### src/aes128_cbc_encrypt_core_macros.svh
// Assertion macros shared by the AES-128 CBC encryption core.
`ifndef AES128_CBC_ENCRYPT_CORE_MACROS_SVH
`define AES128_CBC_ENCRYPT_CORE_MACROS_SVH

// Asserts that an antecedent implies a consequent in the same cycle.
`define AES_ASSERT_IMP(label, clk, rst_n, ante, cons, msg) \
  label: assert property (@(posedge clk) disable iff (!rst_n) (ante) |-> (cons)) \
    else $error(msg);

// Asserts that an antecedent implies a consequent in the next cycle.
`define AES_ASSERT_NEXT(label, clk, rst_n, ante, cons, msg) \
  label: assert property (@(posedge clk) disable iff (!rst_n) (ante) |=> (cons)) \
    else $error(msg);

`endif

### src/aes_ram.sv
// Generic single-port-write, single-port-read RAM with registered read data.
module aes_ram #(
  parameter int unsigned WIDTH = 32,
  parameter int unsigned DEPTH = 44
) (
  input  logic                     clk,
  input  logic                     we,
  input  logic [$clog2(DEPTH)-1:0] waddr,
  input  logic [WIDTH-1:0]         wdata,
  input  logic [$clog2(DEPTH)-1:0] raddr,
  output logic [WIDTH-1:0]         rdata
);
  logic [WIDTH-1:0] mem [DEPTH];

  always_ff @(posedge clk) begin
    if (we) begin
      mem[waddr] <= wdata;
    end
    rdata <= mem[raddr];
  end
endmodule

### config.mk
export PLATFORM = sky130hd
export DESIGN_NAME = aes_ram
export DESIGN_NICKNAME = d
export VERILOG_FILES = /design/src/aes128_cbc_encrypt_core_macros.svh /design/src/aes_ram.sv
export SDC_FILE = /design/constraint.sdc
export NUM_CORES = 1
export LEC_CHECK = 0
export ABC_AREA = 0
export BUFFER_PORTS_ARGS = -buffer_cell sky130_fd_sc_hd__buf_2
export CELL_PAD_IN_SITES_DETAIL_PLACEMENT = 0
export CELL_PAD_IN_SITES_GLOBAL_PLACEMENT = 2
export CORE_ASPECT_RATIO = 1.5
export CORE_MARGIN = 1
export CORE_UTILIZATION = 30
export CTS_CLUSTER_DIAMETER = 80
export CTS_CLUSTER_SIZE = 20
export DETAILED_ROUTE_END_ITERATION = 10
export PLACE_DENSITY = 0.6
export RECOVER_POWER = 25
export SLEW_MARGIN = 15
export SYNTH_ARGS = -nofsm -noshare
export SYNTH_HDL_FRONTEND = slang
export SYNTH_SLANG_ARGS = --single-unit
### constraint.sdc
create_clock -name clk -period 4.64 [get_ports clk]
set_input_delay 0 -clock clk [delete_from_list [all_inputs] [get_ports clk]]
set_output_delay 0 -clock clk [all_outputs]
set_load 0.01 [all_outputs]
==> impl_metrics.csv, run 1 <==
group,metric,value,unit
grt,grt_max_degree,87,
grt,grt_pass1_wl,215000,µm
placement,hpwl,89100,µm
synthesis,yosysSeqAreaShare,78.7,%
pwr,ir_drop,0.241,mV
detailed_routing,via_per_inst,5.09,
worst_setup_path,cp-start-kind,"input pin",
detailed_routing,dr.pass1.iters,5,
clocking,clock-root-buffer,"clkbuf_16",
die,die_h,524,µm
layout,postLayoutCellArea,61200,µm²
sta,fmax,0.397,GHz
worst_setup_path,crit_family,"simple AND/OR/NAND/NOR gates",
synthesis,synth_nets,2546,
die,ios,78,
worst_setup_path,cp_max_fo,21,
synthesis,async_flop_share,0,%
worst_setup_path,critical_path.slowest_cell,"nor2_4",
synthesis,synth_top_cell_by_area,"edfxtp_1",
detailed_routing,ant_nets,0,
worst_setup_path,end_kind,"flip-flop",
sta,worst_pin_slew,2030,ps
sta,maxSlewViolCount,945,
placement,place_area,58500,µm²
pwr,power_density,383,nW/µm²
sta,period_needed,2520,ps
clocking,cts_inserted_buffers,83,
detailed_routing,drtIter0Drc,2740,
placement,gp_congestion,0.760,
clocking,cts.clk_slew.worst_paths,90,ps
die,floorplan.core_area,181000,µm²
die,num_rows,191,
placement,port_buffers,77,
sta,setup_ws,2120,ps
sta,relSlewSlack,-35.2,%
sta,clock_skew,29.5,ps
sta,finalSetupViolations,0,
synthesis,synth_area_leaders,"edfxtp_1, mux4_2, mux2i_1, dfxtp_1, a22oi_1",
run_status,outcome,"finished, violations left",
grt,grt.overflow.total,0,
synthesis,ys_dominant_reg_cell,"edfxtp_1",
clocking,postCtsHoldBufs,37,
sta,fin_setup_tns,0,ps
worst_setup_path,worstPathArrival,2870,ps
synthesis,synthCells,2500,
worst_setup_path,worst-path-stages,5,
clocking,clk_path_buf_depth,3,
min_path,whs_path_depth,4,
synthesis,ys_types,33,
sta,hold_violations,0,
die,start_util,30.2,%
layout,final_cell_mix,"edfxtp_1, mux4_2, mux2i_1, buf_4, clkbuf_16",
run_status,violations,"capacitance limit, slew limit",
clocking,cts.sinks,1440,
synthesis,synth.avg_cell_area,21.8,µm²
detailed_routing,drc_errors,0,
worst_setup_path,path_cells,"dlygate4sd3_1 -> buf_2 -> or3b_2 -> nor2_4 -> buf_4",
synthesis,mappedNetlistArea,54600,µm²
synthesis,synth_seq_cells,1440,
pwr,leakage,18.6,nW
pwr,fin_total_pwr,23.5,mW
die,die_w,350,µm
synthesis,synth-edff-count,1408,
worst_setup_path,critPathKind,"in -> reg",
worst_setup_path,worst_r2r_path_depth,5,
layout,area_delta_synth_final,12.2,%
sta,rsz0062_at_grt,"no",
synthesis,synth_top_area_share,77.5,%
clocking,h-tree-depth,3,
detailed_routing,drt-total-wl,154000,µm
placement,pre_cts_slack,1670,ps
run,timing.max_cap.violations,21,
layout,final_common_cell,"edfxtp_1",
clocking,post_cts_buffers,0,
clocking,cts.repair.resized,0,
clocking,cts_tree,"built",
worst_setup_path,worst-path-buf-inv,3,
worst_setup_path,cp_slowest_stage_delay,750,ps
min_path,holdCritPathClass,"in -> reg",
sta,finalCritPeriodShare,54.4,%
layout,nNetsFinal,2695,
grt,grtUsageTotal,16.8,%
grt,antenna_found_initial,4,
layout,layout-drive-gt1-share,22.7,%
die,die_area,184000,µm²
worst_setup_path,crit_required,4980,ps
detailed_routing,vias,26000,
detailed_routing,wire_per_inst,30.2,µm
grt,grt_pass1_vias,27500,
clocking,clk_latency,720,ps
synthesis,ys.warnings.count,0,
## stage by stage
step	utilization, %	hold WS [ps]	cells
2_1_floorplan	-	98.9	2500
3_3_place_gp	32.4	416	4939
3_5_place_dp	32.4	415	4939
4_1_cts	33.9	11.4	5117
5_1_grt	33.9	82.8	5118
6_report	33.9	86.0	5118
## worst reg2reg max path, cell delays in order (launching register included)
cell	delay, ps
edfxtp_1	390
mux4_2	470
mux2i_1	180
o21ai_0	240
a21oi_1	360
o21ai_1	120
## final timing paths
check                   start     endpoint  slack (ps)
setup reg to reg   mem[38][3]     rdata[3]        2770
hold / removal       waddr[4]  mem[21][15]          90
setup / recovery     waddr[3]  mem[12][21]        2120
hold reg to reg   mem[43][12]    rdata[12]         820
## flip-flops by register name, summed over array words and instances, names as in the netlist
name	cells
mem	1408
rdata	32
## layout make-up
| type | count | area, µm² |
|---|---|---|
| sequential | 1440 | 42900 |
| timing repair buffer | 208 | 1550 |
| clock inverter | 11 | 111 |
| multi-input combinational | 915 | 11300 |
| clock buffer | 130 | 2320 |
| inverter | 1 | 3.75 |
| fill | 17000 | 119000 |
| antenna | 1 | 2.50 |
| tap | 2412 | 3020 |
## power by group
group	switching, mW	total, mW	leakage, nW	internal [mW]
sequential	0.0696	14.5	12.9	14.4
combinational	0.837	1.31	4.47	0.474
clock	4.23	7.72	1.16	3.49
## metal layers
layer,vias to the layer above,GRT usage [%],wire [µm]
met5,-,0,23
met4,4,4.83,3580
met3,165,1.54,6660
met2,720,30.2,81300
met1,14400,21.5,62800
li1,10700,-,-
## synth_stat cells, types with 2 or more instances
cell,count
dfxtp_1,32
nand2_1,62
buf_2,36
buf_6,7
mux2_2,25
edfxtp_1,1408
a221oi_1,32
o22ai_1,32
mux2i_1,128
clkbuf_1,74
a22oi_1,64
o21ai_1,26
mux2_1,39
nand3_1,5
buf_4,14
a21oi_1,74
nand2b_1,6
o31ai_1,10
nor2_1,54
o21ai_0,28
o211ai_1,22
or3_1,2
buf_1,13
nor3_1,5
mux4_2,288
or2_2,2
nor2b_1,6
## cells by family (layout without fill, tap and decap cells)
family | count (synthesis) | count (layout) | synth area share, %
buffers and inverters | 145 | 350 | 1.27
muxes | 480 | 480 | 15.6
other | 0 | 1 | 0
AOI/OAI and AO/OA | 288 | 288 | 3.38
DFF | 1440 | 1440 | 78.7
and+or+nand+nor | 147 | 147 | 1.14
No activity file was read; power rests on OpenSTA's default activity.
==> run 2, diff against run 1 <==
--- a/config.mk
+++ b/config.mk
@@ -15,7 +15,7 @@
 export CTS_CLUSTER_DIAMETER = 80
 export CTS_CLUSTER_SIZE = 20
 export DETAILED_ROUTE_END_ITERATION = 10
-export PLACE_DENSITY = 0.6
+export PLACE_DENSITY = 0.62
 export RECOVER_POWER = 25
 export SLEW_MARGIN = 15
 export SYNTH_ARGS = -nofsm -noshare
==> constraint.sdc (replaced) <==
create_clock -name clk -period 2.3 [get_ports clk]
set_input_delay 0 -clock clk [delete_from_list [all_inputs] [get_ports clk]]
set_output_delay 0 -clock clk [all_outputs]
set_load 0.01 [all_outputs]
==> run 2 against run 1 <==
Against the previous run: the flow still finishes with violations (capacitance limit, slew limit); register-to-register slack worse by 2700 ps; critical path depth is 1 higher; die area stayed put; hold slack better by 8.2 ps; utilization is 0.61 points higher; routed wire length is 1.9% lower; total power is 100% higher; critical endpoint is now rdata[18].
==> impl_metrics.csv, run 2 (same netlist as run 1, synthesis figures left out) <==
group,metric,value,unit
clocking,clock-root-buffer,"clkbuf_16",
pwr,p_switching,10.1,mW
sta,clock_skew,30.9,ps
layout,final_cell_mix,"edfxtp_1, mux4_2, mux2i_1, buf_4, clkbuf_16",
layout,final_common_cell,"edfxtp_1",
die,floorplan.core_area,181000,µm²
pwr,combPwrFrac,5.9,%
worst_setup_path,reg2reg_to,"rdata[18]",
worst_setup_path,crit_start,"mem[31][18]",
layout,layoutNonFillerInstCount,5186,
grt,grt_pass1_vias,27200,
detailed_routing,wire_per_inst,29.2,µm
pwr,fin_total_pwr,47.1,mW
clocking,cts.repair.resized,0,
worst_setup_path,end_kind,"flip-flop",
grt,grt_max_degree,65,
worst_setup_path,r2r_start,"mem[31][18]",
sta,maxSlewViolCount,900,
worst_setup_path,cp-start-kind,"flip-flop",
pwr,ir_drop,0.565,mV
clocking,cts_inserted_buffers,82,
sta,finalSetupViolations,0,
pwr,sw_frac_of_total,21.4,%
die,start_util,30.2,%
sta,hold_violations,0,
grt,antenna_found_initial,6,
pwr,p_int,37.0,mW
pwr,leakage,19.0,nW
detailed_routing,via_per_inst,5.01,
die,ios,78,
run_status,outcome,"finished, violations left",
placement,hpwl,87600,µm
detailed_routing,vias,26000,
clocking,cts.clk_slew.worst_paths,90,ps
worst_setup_path,rrSetupSlack,110,ps
run_status,violations,"capacitance limit, slew limit",
detailed_routing,ant_nets,0,
layout,largest_reg_flops,1408,
grt,grt.overflow.total,0,
sta,finalCritPeriodShare,95.2,%
sta,fmax,0.457,GHz
worst_setup_path,cp_max_fo,1,
min_path,holdCritPathClass,"in -> reg",
worst_setup_path,worst_r2r_path_depth,6,
run,timing.max_cap.violations,20,
clocking,cts_tree,"built",
detailed_routing,drtIter0Drc,2367,
clocking,clk_path_buf_depth,3,
clocking,clk_latency,700,ps
sta,period_needed,2190,ps
grt,grtUsageTotal,16.6,%
detailed_routing,drt-total-wl,151000,µm
placement,port_buffers,77,
worst_setup_path,crit_required,2890,ps
sta,rsz0062_at_grt,"no",
clocking,cts.sinks,1440,
layout,nNetsFinal,2758,
worst_setup_path,worstPathArrival,2780,ps
placement,gp_congestion,0.754,
pwr,pwr-share-clk,32.2,%
die,die_w,350,µm
pwr,power_density,755,nW/µm²
sta,worst_pin_slew,1970,ps
die,die_h,524,µm
worst_setup_path,crit_end,"rdata[18]",
worst_setup_path,critPathKind,"reg -> reg",
pwr,pwr-share-seq,61.9,%
detailed_routing,dr.pass1.iters,5,
grt,grt_pass1_wl,212000,µm
detailed_routing,drc_errors,0,
die,num_rows,191,
die,die_area,184000,µm²
layout,max_flop_register,"mem",
layout,reg.largest.list,"mem: 1408 flops, rdata: 32 flops",
clocking,post_cts_buffers,0,
sta,relSlewSlack,-31.4,%
placement,placedCellCount,5000,
layout,area_delta_synth_final,14.3,%
min_path,whs_path_depth,3,
clocking,h-tree-depth,3,
layout,layout-drive-gt1-share,24.1,%
==> run 2: cell types whose count changed in the layout (fill, tap and decap cells not counted), moves of 2 or more <==
| cell | previous run | this run |
|---|---|---|
| clkbuf_1 | 65 | 75 |
| buf_4 | 89 | 98 |
| nor3_4 | 1 | 5 |
| diode_2 | 1 | 3 |
| clkbuf_16 | 86 | 83 |
| clkinv_8 | 2 | 0 |
| clkinv_2 | 2 | 0 |
| dlygate4sd3_1 | 37 | 40 |
| nor3_2 | 4 | 0 |
| buf_12 | 7 | 59 |
==> run 2: how the worst min path moves through the flow <==
stage	startpoint	endpoint
floorplan	wdata[0]	mem[0][0]
global placement	rdata[13]	rdata[13]
detailed placement	rdata[13]	rdata[13]
CTS	waddr[1]	mem[20][18]
global route	waddr[0]	mem[20][27]
finish	waddr[1]	mem[20][13]
==> run 2: timing repair <==
| action | in CTS | in global routing |
|---|---|---|
| hold buffers | 40 | 0 |
| setup endpoints to repair | 0 | 0 |
| hold endpoints to repair | 1484 | 0 |
==> run 2: critical path, stage by stage, from the launching register on <==
cell           delay [ps]
edfxtp_1              370
mux4_2                480
a22oi_1               230
a21oi_1               170
a21oi_1               190
o21ai_1                80
dlygate4sd3_1         560
==> run 2: layout make-up <==
type	count	area [µm²]
inverters	1	3.75
diodes	3	7.51
flip-flops and latches	1440	42900
repair buffers	272	2690
fillers	16900	118000
well taps	2412	3020
clock buffers	138	2280
clock inverters	5	72.6
multi-input cells	915	11400
==> run 2: per-layer routing <==
metal | vias up | GRT usage (%) | part of all wire [%]
met5 | - | 0 | 0
met2 | 694 | 29.8 | 53
met1 | 14300 | 20.4 | 40
met3 | 173 | 2.49 | 5.0
li1 | 10900 | - | -
met4 | 0 | 4.87 | 2.5
==> run 2: metrics by stage <==
stage / setup slack (ps) / TNS [ps] / instance area, µm² / util, % / hold WS (ps)
after CTS: 104 / 0 / 62400 / 34.5 / 52.3
after detailed placement: -48.9 / -48.9 / 59600 / 33.0 / 413
after floorplan: -187 / -49360 / 54600 / - / 98.9
after global routing: 6.07 / 0 / 62400 / 34.5 / 90.5
after global placement: -21.1 / -21.1 / 59600 / 33.0 / 428
final: 110 / 0 / 62400 / 34.5 / 94.1
==> run 2: power groups by stage <==
| stage | logic, mW | clock network [mW] | registers, mW |
|---|---|---|---|
| after CTS | 2.84 | 15.6 | 29.1 |
| after floorplan | 1.42 | 0 | 29.7 |
| after global routing | 2.97 | 16.3 | 29.2 |
| after global placement | 2.71 | 0 | 29.7 |
| final | 2.77 | 15.2 | 29.1 |
| after detailed placement | 2.77 | 0 | 29.7 |
